==> src/rtl/ile_pkg.sv <==
// shared types and constants for the indexed list engine
// no dependencies
package ile_pkg;

    localparam int FUNC_W       = 3;
    localparam int POS_W        = 7;
    localparam int VAL_W        = 32;
    localparam int STAT_W       = 2;
    localparam int LEN_W        = 7;
    localparam int DEF_CAPACITY = 64;

    typedef enum logic [FUNC_W-1:0] {
        FN_READ     = 3'd0,
        FN_INS_HEAD = 3'd1,
        FN_INS_TAIL = 3'd2,
        FN_INS_AT   = 3'd3,
        FN_DELETE   = 3'd4
    } func_t;

    typedef enum logic [STAT_W-1:0] {
        STAT_OK    = 2'd0,
        STAT_RANGE = 2'd1,
        STAT_FULL  = 2'd2
    } status_t;

    typedef enum logic [3:0] {
        S_IDLE,
        S_ALLOC,
        S_WALK,
        S_INS_HEAD,
        S_INS_LINK,
        S_INS_FIX,
        S_DEL_HEAD,
        S_DEL_A,
        S_DEL_B,
        S_DEL_C,
        S_DONE
    } state_t;

endpackage

==> src/rtl/indexed_list_engine_unit.sv <==
// indexed list engine top level: sequencer with link and value stores
// depends on ile_pkg
//
// usage
// - input channel in_valid/in_ready carries one request word: func, position, item_value
// - output channel out_valid/out_ready carries one result word per request:
//   read_value, status, length
// - one request at a time; in_ready is high only while the sequencer is idle
// - the link walk makes one read of the link store per cycle,
//   each read after the first addressed straight from the previous read data
// - a finished result sits in the output register; the next request may be
//   accepted while it waits, and that request stalls in its final state until
//   the register frees up
// - reset empties the list at once: nodes are handed out from a fill counter
//   first and from the free list after, so no clearing pass over the stores
// - if the receiver stalls, the result word holds unchanged until taken
module indexed_list_engine_unit
#(
    parameter int CAPACITY = ile_pkg::DEF_CAPACITY
)
(
    input  logic                        clk,
    input  logic                        rst_n,
    input  logic                        in_valid,
    output logic                        in_ready,
    input  logic [ile_pkg::FUNC_W-1:0]  func,
    input  logic [ile_pkg::POS_W-1:0]   position,
    input  logic [ile_pkg::VAL_W-1:0]   item_value,
    output logic                        out_valid,
    input  logic                        out_ready,
    output logic [ile_pkg::VAL_W-1:0]   read_value,
    output logic [ile_pkg::STAT_W-1:0]  status,
    output logic [ile_pkg::LEN_W-1:0]   length
);
    import ile_pkg::*;

    // node address, count and comparison widths
    localparam int ADDR_W = $clog2(CAPACITY);
    localparam int CNT_W  = $clog2(CAPACITY + 1);
    localparam int CMP_W  = (CNT_W > POS_W) ? CNT_W : POS_W;

    // node stores
    logic [VAL_W-1:0]  value_mem [CAPACITY];
    logic [ADDR_W-1:0] link_mem  [CAPACITY];

    logic              value_we;
    logic [ADDR_W-1:0] value_waddr;
    logic              value_re;
    logic [ADDR_W-1:0] value_raddr;
    logic [VAL_W-1:0]  value_rdata_reg;

    logic              link_we;
    logic [ADDR_W-1:0] link_waddr;
    logic [ADDR_W-1:0] link_wdata;
    logic [ADDR_W-1:0] link_raddr;
    logic [ADDR_W-1:0] link_rdata_reg;

    // control state
    state_t            state_reg, state_next;
    logic [ADDR_W-1:0] head_reg, head_next;
    logic [ADDR_W-1:0] free_head_reg, free_head_next;
    logic [CNT_W-1:0]  count_reg, count_next;
    logic [CNT_W-1:0]  fresh_reg, fresh_next;
    logic              out_valid_reg, out_valid_next;

    // per-request working registers
    func_t             op_reg, op_next;
    logic              zero_reg, zero_next;
    logic [ADDR_W-1:0] cur_reg, cur_next;
    logic [ADDR_W-1:0] node_reg, node_next;
    logic [ADDR_W-1:0] steps_reg, steps_next;
    logic              prime_reg, prime_next;
    status_t           res_status_reg, res_status_next;
    logic              res_rd_reg, res_rd_next;

    // result word
    logic [VAL_W-1:0]  read_value_reg, read_value_next;
    status_t           status_reg, status_next;
    logic [LEN_W-1:0]  length_reg, length_next;

    // request decode
    func_t             fn;
    logic [CMP_W-1:0]  pos_ext;
    logic [CMP_W-1:0]  cnt_ext;
    logic [CMP_W-1:0]  dec_pos;
    logic              full;
    logic              from_free;
    logic [ADDR_W-1:0] alloc_node;
    status_t           dec_status;
    logic              dec_go;
    logic              dec_zero;
    logic [ADDR_W-1:0] dec_steps;
    logic              accept;
    logic              op_is_ins;
    logic              out_load;
    logic [ADDR_W-1:0] walk_node;

    assign fn         = func_t'(func);
    assign pos_ext    = CMP_W'(position);
    assign cnt_ext    = CMP_W'(count_reg);
    assign full       = (count_reg == CNT_W'(CAPACITY));
    // free list holds every node drawn from the fill counter but not in use
    assign from_free  = (fresh_reg != count_reg);
    assign alloc_node = from_free ? free_head_reg : ADDR_W'(fresh_reg);
    assign accept     = in_valid && in_ready;
    assign op_is_ins  = (op_reg != FN_READ) && (op_reg != FN_DELETE);
    assign out_load   = (state_reg == S_DONE) && (!out_valid_reg || out_ready);
    // first walk step starts from the head, later ones from the last read
    assign walk_node  = prime_reg ? link_rdata_reg : cur_reg;

    always_comb
    begin
        dec_status = STAT_OK;
        dec_go     = 1'b0;
        dec_pos    = pos_ext;
        unique case (fn)
            FN_READ:
            begin
                if (pos_ext < cnt_ext)
                    dec_go = 1'b1;
                else
                    dec_status = STAT_RANGE;
            end
            FN_INS_HEAD:
            begin
                dec_pos = '0;
                if (full)
                    dec_status = STAT_FULL;
                else
                    dec_go = 1'b1;
            end
            FN_INS_TAIL:
            begin
                dec_pos = cnt_ext;
                if (full)
                    dec_status = STAT_FULL;
                else
                    dec_go = 1'b1;
            end
            FN_INS_AT:
            begin
                // range check ahead of the full check
                if (pos_ext > cnt_ext)
                    dec_status = STAT_RANGE;
                else if (full)
                    dec_status = STAT_FULL;
                else
                    dec_go = 1'b1;
            end
            FN_DELETE:
            begin
                if (pos_ext < cnt_ext)
                    dec_go = 1'b1;
                else
                    dec_status = STAT_RANGE;
            end
            default:
            begin
                dec_status = STAT_OK;
            end
        endcase
        dec_zero  = (dec_pos == '0);
        // reads walk to the node itself, updates to its predecessor
        dec_steps = (fn == FN_READ) ? ADDR_W'(dec_pos) : ADDR_W'(dec_pos - CMP_W'(1));
    end

    // next state
    always_comb
    begin
        state_next = state_reg;
        unique case (state_reg)
            S_IDLE:
            begin
                if (in_valid)
                begin
                    if (!dec_go)
                        state_next = S_DONE;
                    else if (fn == FN_READ)
                        state_next = S_WALK;
                    else if (fn == FN_DELETE)
                        state_next = dec_zero ? S_DEL_HEAD : S_WALK;
                    else if (from_free)
                        state_next = S_ALLOC;
                    else
                        state_next = dec_zero ? S_INS_HEAD : S_WALK;
                end
            end
            S_ALLOC:
            begin
                state_next = zero_reg ? S_INS_HEAD : S_WALK;
            end
            S_WALK:
            begin
                if (steps_reg == '0)
                begin
                    if (op_reg == FN_READ)
                        state_next = S_DONE;
                    else if (op_is_ins)
                        state_next = S_INS_LINK;
                    else
                        state_next = S_DEL_A;
                end
            end
            S_INS_HEAD: state_next = S_DONE;
            S_INS_LINK: state_next = S_INS_FIX;
            S_INS_FIX:  state_next = S_DONE;
            S_DEL_HEAD: state_next = S_DONE;
            S_DEL_A:    state_next = S_DEL_B;
            S_DEL_B:    state_next = S_DEL_C;
            S_DEL_C:    state_next = S_DONE;
            S_DONE:
            begin
                if (out_load)
                    state_next = S_IDLE;
            end
            default:    state_next = S_IDLE;
        endcase
    end

    // datapath and store controls
    always_comb
    begin
        head_next       = head_reg;
        free_head_next  = free_head_reg;
        count_next      = count_reg;
        fresh_next      = fresh_reg;
        op_next         = op_reg;
        zero_next       = zero_reg;
        cur_next        = cur_reg;
        node_next       = node_reg;
        steps_next      = steps_reg;
        prime_next      = prime_reg;
        res_status_next = res_status_reg;
        res_rd_next     = res_rd_reg;
        read_value_next = read_value_reg;
        status_next     = status_reg;
        length_next     = length_reg;

        value_we    = 1'b0;
        value_waddr = alloc_node;
        value_re    = 1'b0;
        value_raddr = walk_node;
        link_we     = 1'b0;
        link_waddr  = node_reg;
        link_wdata  = head_reg;
        link_raddr  = walk_node;

        unique case (state_reg)
            S_IDLE:
            begin
                if (accept)
                begin
                    op_next         = fn;
                    zero_next       = dec_zero;
                    cur_next        = head_reg;
                    steps_next      = dec_steps;
                    prime_next      = 1'b0;
                    res_status_next = dec_status;
                    res_rd_next     = dec_go && (fn == FN_READ);
                    if (dec_go && (fn == FN_DELETE))
                    begin
                        // fetch the successor of the head for a head delete
                        node_next  = head_reg;
                        link_raddr = head_reg;
                    end
                    else if (dec_go && (fn != FN_READ))
                    begin
                        // claim a node and store the value right away
                        node_next   = alloc_node;
                        value_we    = 1'b1;
                        value_waddr = alloc_node;
                        link_raddr  = free_head_reg;
                        if (!from_free)
                            fresh_next = fresh_reg + CNT_W'(1);
                    end
                end
            end
            S_ALLOC:
            begin
                free_head_next = link_rdata_reg;
            end
            S_WALK:
            begin
                cur_next = walk_node;
                if (steps_reg != '0)
                begin
                    link_raddr = walk_node;
                    steps_next = steps_reg - ADDR_W'(1);
                    prime_next = 1'b1;
                end
                else if (op_reg == FN_READ)
                begin
                    value_re    = 1'b1;
                    value_raddr = walk_node;
                end
                else
                begin
                    link_raddr = walk_node;
                end
            end
            S_INS_HEAD:
            begin
                link_we    = 1'b1;
                link_waddr = node_reg;
                link_wdata = head_reg;
                head_next  = node_reg;
                count_next = count_reg + CNT_W'(1);
            end
            S_INS_LINK:
            begin
                // new node takes over the predecessor's successor
                link_we    = 1'b1;
                link_waddr = node_reg;
                link_wdata = link_rdata_reg;
            end
            S_INS_FIX:
            begin
                link_we    = 1'b1;
                link_waddr = cur_reg;
                link_wdata = node_reg;
                count_next = count_reg + CNT_W'(1);
            end
            S_DEL_HEAD:
            begin
                head_next      = link_rdata_reg;
                link_we        = 1'b1;
                link_waddr     = node_reg;
                link_wdata     = free_head_reg;
                free_head_next = node_reg;
                count_next     = count_reg - CNT_W'(1);
            end
            S_DEL_A:
            begin
                // victim is the predecessor's successor; fetch its successor
                node_next  = link_rdata_reg;
                link_raddr = link_rdata_reg;
            end
            S_DEL_B:
            begin
                link_we    = 1'b1;
                link_waddr = cur_reg;
                link_wdata = link_rdata_reg;
            end
            S_DEL_C:
            begin
                link_we        = 1'b1;
                link_waddr     = node_reg;
                link_wdata     = free_head_reg;
                free_head_next = node_reg;
                count_next     = count_reg - CNT_W'(1);
            end
            S_DONE:
            begin
                if (out_load)
                begin
                    read_value_next = res_rd_reg ? value_rdata_reg : '0;
                    status_next     = res_status_reg;
                    length_next     = LEN_W'(count_reg);
                end
            end
            default:
            begin
                link_we = 1'b0;
            end
        endcase
    end

    always_comb
    begin
        out_valid_next = out_valid_reg;
        if (out_load)
            out_valid_next = 1'b1;
        else if (out_ready)
            out_valid_next = 1'b0;
    end

    // value store: one write port, one registered read port
    always_ff @(posedge clk)
    begin
        if (value_we)
            value_mem[value_waddr] <= item_value;
        if (value_re)
            value_rdata_reg <= value_mem[value_raddr];
    end

    // link store: one write port, one registered read port
    always_ff @(posedge clk)
    begin
        if (link_we)
            link_mem[link_waddr] <= link_wdata;
        link_rdata_reg <= link_mem[link_raddr];
    end

    always_ff @(posedge clk or negedge rst_n)
    begin
        if (!rst_n)
        begin
            state_reg     <= S_IDLE;
            head_reg      <= '0;
            free_head_reg <= '0;
            count_reg     <= '0;
            fresh_reg     <= '0;
            out_valid_reg <= 1'b0;
        end
        else
        begin
            state_reg     <= state_next;
            head_reg      <= head_next;
            free_head_reg <= free_head_next;
            count_reg     <= count_next;
            fresh_reg     <= fresh_next;
            out_valid_reg <= out_valid_next;
        end
    end

    always_ff @(posedge clk)
    begin
        op_reg         <= op_next;
        zero_reg       <= zero_next;
        cur_reg        <= cur_next;
        node_reg       <= node_next;
        steps_reg      <= steps_next;
        prime_reg      <= prime_next;
        res_status_reg <= res_status_next;
        res_rd_reg     <= res_rd_next;
        read_value_reg <= read_value_next;
        status_reg     <= status_next;
        length_reg     <= length_next;
    end

    assign in_ready   = (state_reg == S_IDLE);
    assign out_valid  = out_valid_reg;
    assign read_value = read_value_reg;
    assign status     = status_reg;
    assign length     = length_reg;

endmodule

==> config.mk <==
export PLATFORM = sky130hd
export DESIGN_NAME = indexed_list_engine_unit
export DESIGN_NICKNAME = d
export VERILOG_FILES = /design/src/rtl/ile_pkg.sv /design/src/rtl/indexed_list_engine_unit.sv
export SDC_FILE = /design/constraint.sdc
export NUM_CORES = 2
export LEC_CHECK = 0
export BUFFER_PORTS_ARGS = -buffer_cell sky130_fd_sc_hd__clkbuf_2
export CORE_UTILIZATION = 63
export DETAILED_ROUTE_END_ITERATION = 8
export PLACE_DENSITY_LB_ADDON = 0.2
export SYNTH_ARGS = -nofsm -noshare
export SYNTH_HDL_FRONTEND = slang
export SYNTH_SLANG_ARGS = --single-unit
==> constraint.sdc <==
create_clock -name clk -period 5.77 [get_ports clk]
set_input_delay 0.2885 -clock clk [delete_from_list [all_inputs] [get_ports clk]]
set_output_delay 0.2885 -clock clk [all_outputs]
set_load 0.02 [all_outputs]
# ---- Yosys cells after proc, flatten, opt, wreduce, memory -nomap -nowiden
# Memory sizes are Yosys's and may differ from the RTL's. A register that Yosys moved wholly into a read port is not among the register bits.
# Index checks and enable logic that the tools add are counted.
dict set report classes {
  n_mux 60
  n_lt_le_gt_ge 2
  add_sub_neg 5
  bitwise 2
  n_eq_ne 23
  reduce_logical 37
}
# operator count
set op_table {}
lappend op_table {{$mux W6} 13}
lappend op_table {{$pmux W6 S2} 6}
lappend op_table {{$pmux W4 S8} 1}
lappend op_table {{$pmux W7 S2} 2}
lappend op_table {{$mux W1} 22}
lappend op_table {{$mux W4} 5}
lappend op_table {{$pmux W6 S3} 1}
lappend op_table {{$eq A4 B3 Y1 const B} 4}
lappend op_table {{$add A7 B1 Y7 const B} 2}
lappend op_table {{$eq A4 B4 Y1 const B} 3}
lappend op_table {{$reduce_bool A2 Y1} 6}
lappend op_table {{$reduce_or A2 Y1} 6}
lappend op_table {{$sub A6 B1 Y6 const B} 2}
lappend op_table {{$mux W3} 3}
lappend op_table {{$reduce_and A3 Y1} 3}
lappend op_table {{$eq A4 B2 Y1 const B} 2}
lappend op_table {{$mux W2} 4}
lappend op_table {{$ne A2 B2 Y1 const B} 4}
lappend op_table {{$eq A7 B7 Y1 const B} 1}
lappend op_table {{$gt A7 B7 Y1} 1}
lappend op_table {{$logic_not A7 Y1} 1}
lappend op_table {{$lt A7 B7 Y1} 1}
lappend op_table {{$ne A7 B7 Y1} 1}
lappend op_table {{$sub A7 B1 Y7 const B} 1}
lappend op_table {{other kinds (23)} 34}
dict set report totals {
  memories 2
  wordCells 148
  inputBits 46
  ff_bits 98
  output_inout_bits 43
  ramBits 2432
}
# memory words width rd rd_clocked_by_memory_dff write_ports line_no
set mem_list {}
lappend mem_list {value_mem 64 32 1 1 1 indexed_list_engine_unit.sv:43} ;# logic [VAL_W-1:0] value_mem [CAPACITY];
lappend mem_list {link_mem 64 6 1 1 1 indexed_list_engine_unit.sv:44} ;# logic [ADDR_W-1:0] link_mem [CAPACITY];

# ---- Logic depth before layout (Yosys ltp)
dict set report logic_depth {
  word_depth 11
  depth_mapped 17
  depth_no_buf 12
}

# ---- Worst setup path before layout
# Ideal clock, no wire load.
dict set report synth_timing {
  path_type {register to register}
  startpoint {register count_reg[1], in the netlist cnt_ext[1]}
  endpoint {memory value_mem[32][0] (enable)}
  t_arrival_ns 3.588
  path_slack_ns 1.761
  required_ns 5.349
  synth_period_minus_slack_ns 4.009
  n_path_buf 0
  path_stages_with_launch 6
  setup_ns 0.421
  cell_sequence {dfrtp_1 > xor2_1 > nor4_2 > mux2i_1 > nand3_1 > nor2_1}
}
dict set report synth_via {
  elab_chain_len 11
  elab_cells_between_ends 17
  cone_classes {order compare: 2; eq/ne: 2; mux: 11; reduce/logical: 2}
}
# element line_no
set synth_rtl {}
lappend synth_rtl {{start: declaration} indexed_list_engine_unit.sv:62} ;# logic [CNT_W-1:0] count_reg, count_next;
lappend synth_rtl {{start signal: assignment} indexed_list_engine_unit.sv:410} ;# count_reg <= count_next;
lappend synth_rtl {{parallel branches: the longest is 11 deep, another holds $lt A7 B7 Y1} -}
lappend synth_rtl {{end: declaration} indexed_list_engine_unit.sv:43}
# Parallel ways; which one is timed is not known.

# ---- Final worst setup path
dict set report layout_timing {
  startpoint {register prime_reg}
  endpoint {register value_rdata_reg[7], read port of value_mem (data pin)}
}
dict set report layout_via {
  elab_chain_len 1
}
# element line_no
set layout_rtl {}
lappend layout_rtl {{start: declaration} indexed_list_engine_unit.sv:72} ;# logic prime_reg, prime_next;
lappend layout_rtl {{start signal: assignment} indexed_list_engine_unit.sv:423} ;# prime_reg <= prime_next;
lappend layout_rtl {{$mux W6} indexed_list_engine_unit.sv:109} ;# assign walk_node = prime_reg ? link_rdata_reg : cur_reg;
lappend layout_rtl {{end: declaration} indexed_list_engine_unit.sv:50} ;# logic [VAL_W-1:0] value_rdata_reg;
# Every way passes these cells.
# A chain may end at the register's enable or synchronous reset.

==> results by group <==
Outcome
  • Status: completed

GRT
  • Initial antenna violation count: 3
  • First-pass GRT wire length: 374,200 µm
  • Global route total overflow: 0
  • Number of global-route vias before repair: between 50,000 and 60,000
  • Largest net degree at the start of global routing: 139
  • GRT Util Overall: 0.3224

Finish
  • Area Overhead vs Synth: 12.05%
  • Fin nets: 5,769
  • Biggest regs: value_mem x2048, link_mem x384
  • Reg with most FFs: value_mem
  • Max reg flops: 2,048
  • Layout cells sized above 1: 0.2092
  • Fin cells: approximately 8,000
  • Fillers: 9,360

Clocking
  • Root buf cell: clkbuf_16
  • # resized after CTS: 0
  • Worst-case clock buffer depth: 3
  • Clk sink count: 2,568
  • CTS clk-pin slew, worst paths: 0.06 ns
  • H-tree levels: 4
  • CTS Buf Count: 237
  • Worst-Skew Late Latency: 0.86 ns
  • CTS tree: built

STA
  • Final setup TNS: 0 ns
  • Setup violators final: 0
  • Fin crit period: 4.783 ns
  • RSZ-0062 raised after global routing: false
  • Final period utilization: 0.8290
  • Layout Skew: 0.04478 ns
  • Max Clock Freq: between 0.2 and 0.25 GHz
  • Worst-margin pin slew: 1.366 ns
  • Final Hold Viols: 0
  • Relative slew slack: 0.08945
  • Slew Viols, Final: 0

Yosys
  • Synth Instances: 5,482
  • Netlist cell types: 82
  • Syn Nets: 5,545
  • Number of synthesized flops with an enable pin: 2,531
  • Synth top cells by count: edfxtp_1 (2,531), nand2_1 (842), mux4_2 (512), nor2_1 (211), nand3_1 (197)
  • Largest area contributor in the netlist: edfxtp_1
  • Ys Warns: 0
  • Count of state elements after synthesis: 2,568
  • Area of the mapped netlist: 100,800 µm²
  • Top-count cell post-synth: edfxtp_1
  • Post-synth top area share: 0.7541
  • Post-synth top flop: edfxtp_1
  • Ranking of synthesized cells by area: edfxtp_1 (75%), mux4_2 (11%), nand2_1 (3.1%), nand3_1 (0.98%), a21oi_1 (0.87%)
  • Seq/Total Area, Yosys: 0.7630
  • Syn_area_per_cell: 18.39 µm²
  • Asr flop ratio synth: 0.01207

Floorplan
  • Chip Height: 402.0 µm
  • Core area: 158,600 µm²
  • Die Wd: 402.0 µm
  • DIE AREA: 161,600 µm²
  • Initial Util: 0.6356
  • Row count: 146
  • Top Ports: 89

Drt
  • Routed wire per std cell: 32.28 µm
  • Via/cell ratio: 6.901
  • Antenna viol nets, final: 0
  • DR vias: between 50,000 and 60,000
  • DR pass1 iterations: 6
  • WL final: 257,800 µm
  • DR iter-0 viols: 8,602
  • # DRC: 0

Pwr
  • Cell Pwr Density: 541.1 nW/µm²
  • Peak VDD IR: about 0.67 mV
  • Static leakage: 0.03641 µW

Setup path
  • Worst EP required: 6.31 ns
  • Largest fanout on the critical path: 35
  • Crit end category: flop
  • Arrival time at the worst endpoint: approximately 5.3 ns
  • Startpoint class of the critical path: flop
  • Critical path class: reg -> reg

Placed design
  • PortBufs: 88
  • Post-Place Cells: 7,532
  • Detailed Place HPWL: 140,700 µm
  • Routability cong.: 0.8923

Worst hold path
  • Min-delay worst type: in -> reg

Run
  • Max-cap viol count: 0
[area by class of cell]
cell class                 instances  area, µm²  area share
inverter                          20      76.32   0.0006758
antenna                            2      5.005  0.00004431
tap                             2072       2592     0.02295
timing repair buffer             293       2447     0.02167
sequential                      2568      76900      0.6809
multi-input combinational       2586      23140      0.2049
clock inverter                   154       1540     0.01364
clock buffer                     291       6237     0.05523
[per-stage QoR]
step | total power [µW] | setup WS [ns] | area (µm²) | util | hold slack, ns
after floorplan | 37770 | 1.761 | 100800 | - | -0.007091
after global placement | 45190 | 1.007 | 105100 | 0.6627 | 0.4235
after detailed placement | 45480 | 0.9673 | 105100 | 0.6627 | 0.4129
after CTS | 61120 | 0.9799 | 112900 | 0.7122 | 0.001769
after global routing | 63240 | 0.7106 | 112900 | 0.7123 | 0.05634
final | 61110 | 0.9866 | 112900 | 0.7123 | 0.03904
[metal layers]
metal / part of all wire / GRT usage
met5: 0 / 0
met4: 0.039 / 0.1185
met3: 0.11 / 0.06426
met2: 0.48 / 0.5053
met1: 0.37 / 0.4584
[placed cells by master (no fill, tap or decap), drive strengths merged, types with 31 or more instances in the layout]
master	count
a21oi	177
a311oi	96
a31oi	37
and2	36
and3	65
buf	198
clkbuf	379
clkinv	115
dfrtp	31
edfxtp	2531
mux2i	65
mux4	512
nand2	844
nand3	197
nand4	36
nor2	215
o21ai	40
[worst max-delay path, stage by stage, from the launching register on]
cell and delay [ns]:
edfxtp_1 0.95, mux2i_4 0.42, buf_12 0.35, buf_12 0.32
buf_4 0.45, buf_4 0.29, mux4_2 0.52, nand2_1 0.07
and3_1 0.19, a311oi_1 0.06, a311oi_1 0.59, a21oi_1 0.17
[power breakdown]
group / internal [µW] / switching, µW
logic: 8590 / 14600
registers: 21800 / 414
clock network: 8910 / 6800
[worst paths after layout]
kind                                   startpoint                 end  slack, ns  cells after the start
worst min-delay path                  position[5]        state_reg[2]       0.04                      5
worst min register to register  res_status_reg[0]           status[0]       0.43                      0
min in group asynchronous                   rst_n          cnt_ext[0]       0.08                      2
worst max register to register          prime_reg  value_rdata_reg[7]       0.99                     11
max in group asynchronous                   rst_n         head_reg[4]       5.12                      2
worst max-delay path                    prime_reg  value_rdata_reg[7]       0.99                     11
[kinds of logic (layout without fill, tap and decap cells)]
logic type               count (synthesis)  count (layout)  share of synthesized area
AND/OR/NAND/NOR                       1480            1480                    0.06402
adder cells (fa/ha/maj)                 17              17                   0.002185
other                                    0               2                          0
AO/OA/AOI/OAI                          472             472                    0.03199
flip-flops                            2568            2568                     0.7630
buffers and inverters                  328             758                    0.01424
XOR/XNOR                                31              31                   0.002694
multiplexers                           586             586                     0.1219
[what timing repair did]
item,in CTS,in global routing
endpoints found under the setup margin,0,0
hold buffers,7,0
setup buffers,0,0
endpoints found under the hold margin,40,0
Power figures use the tool's default switching activity.
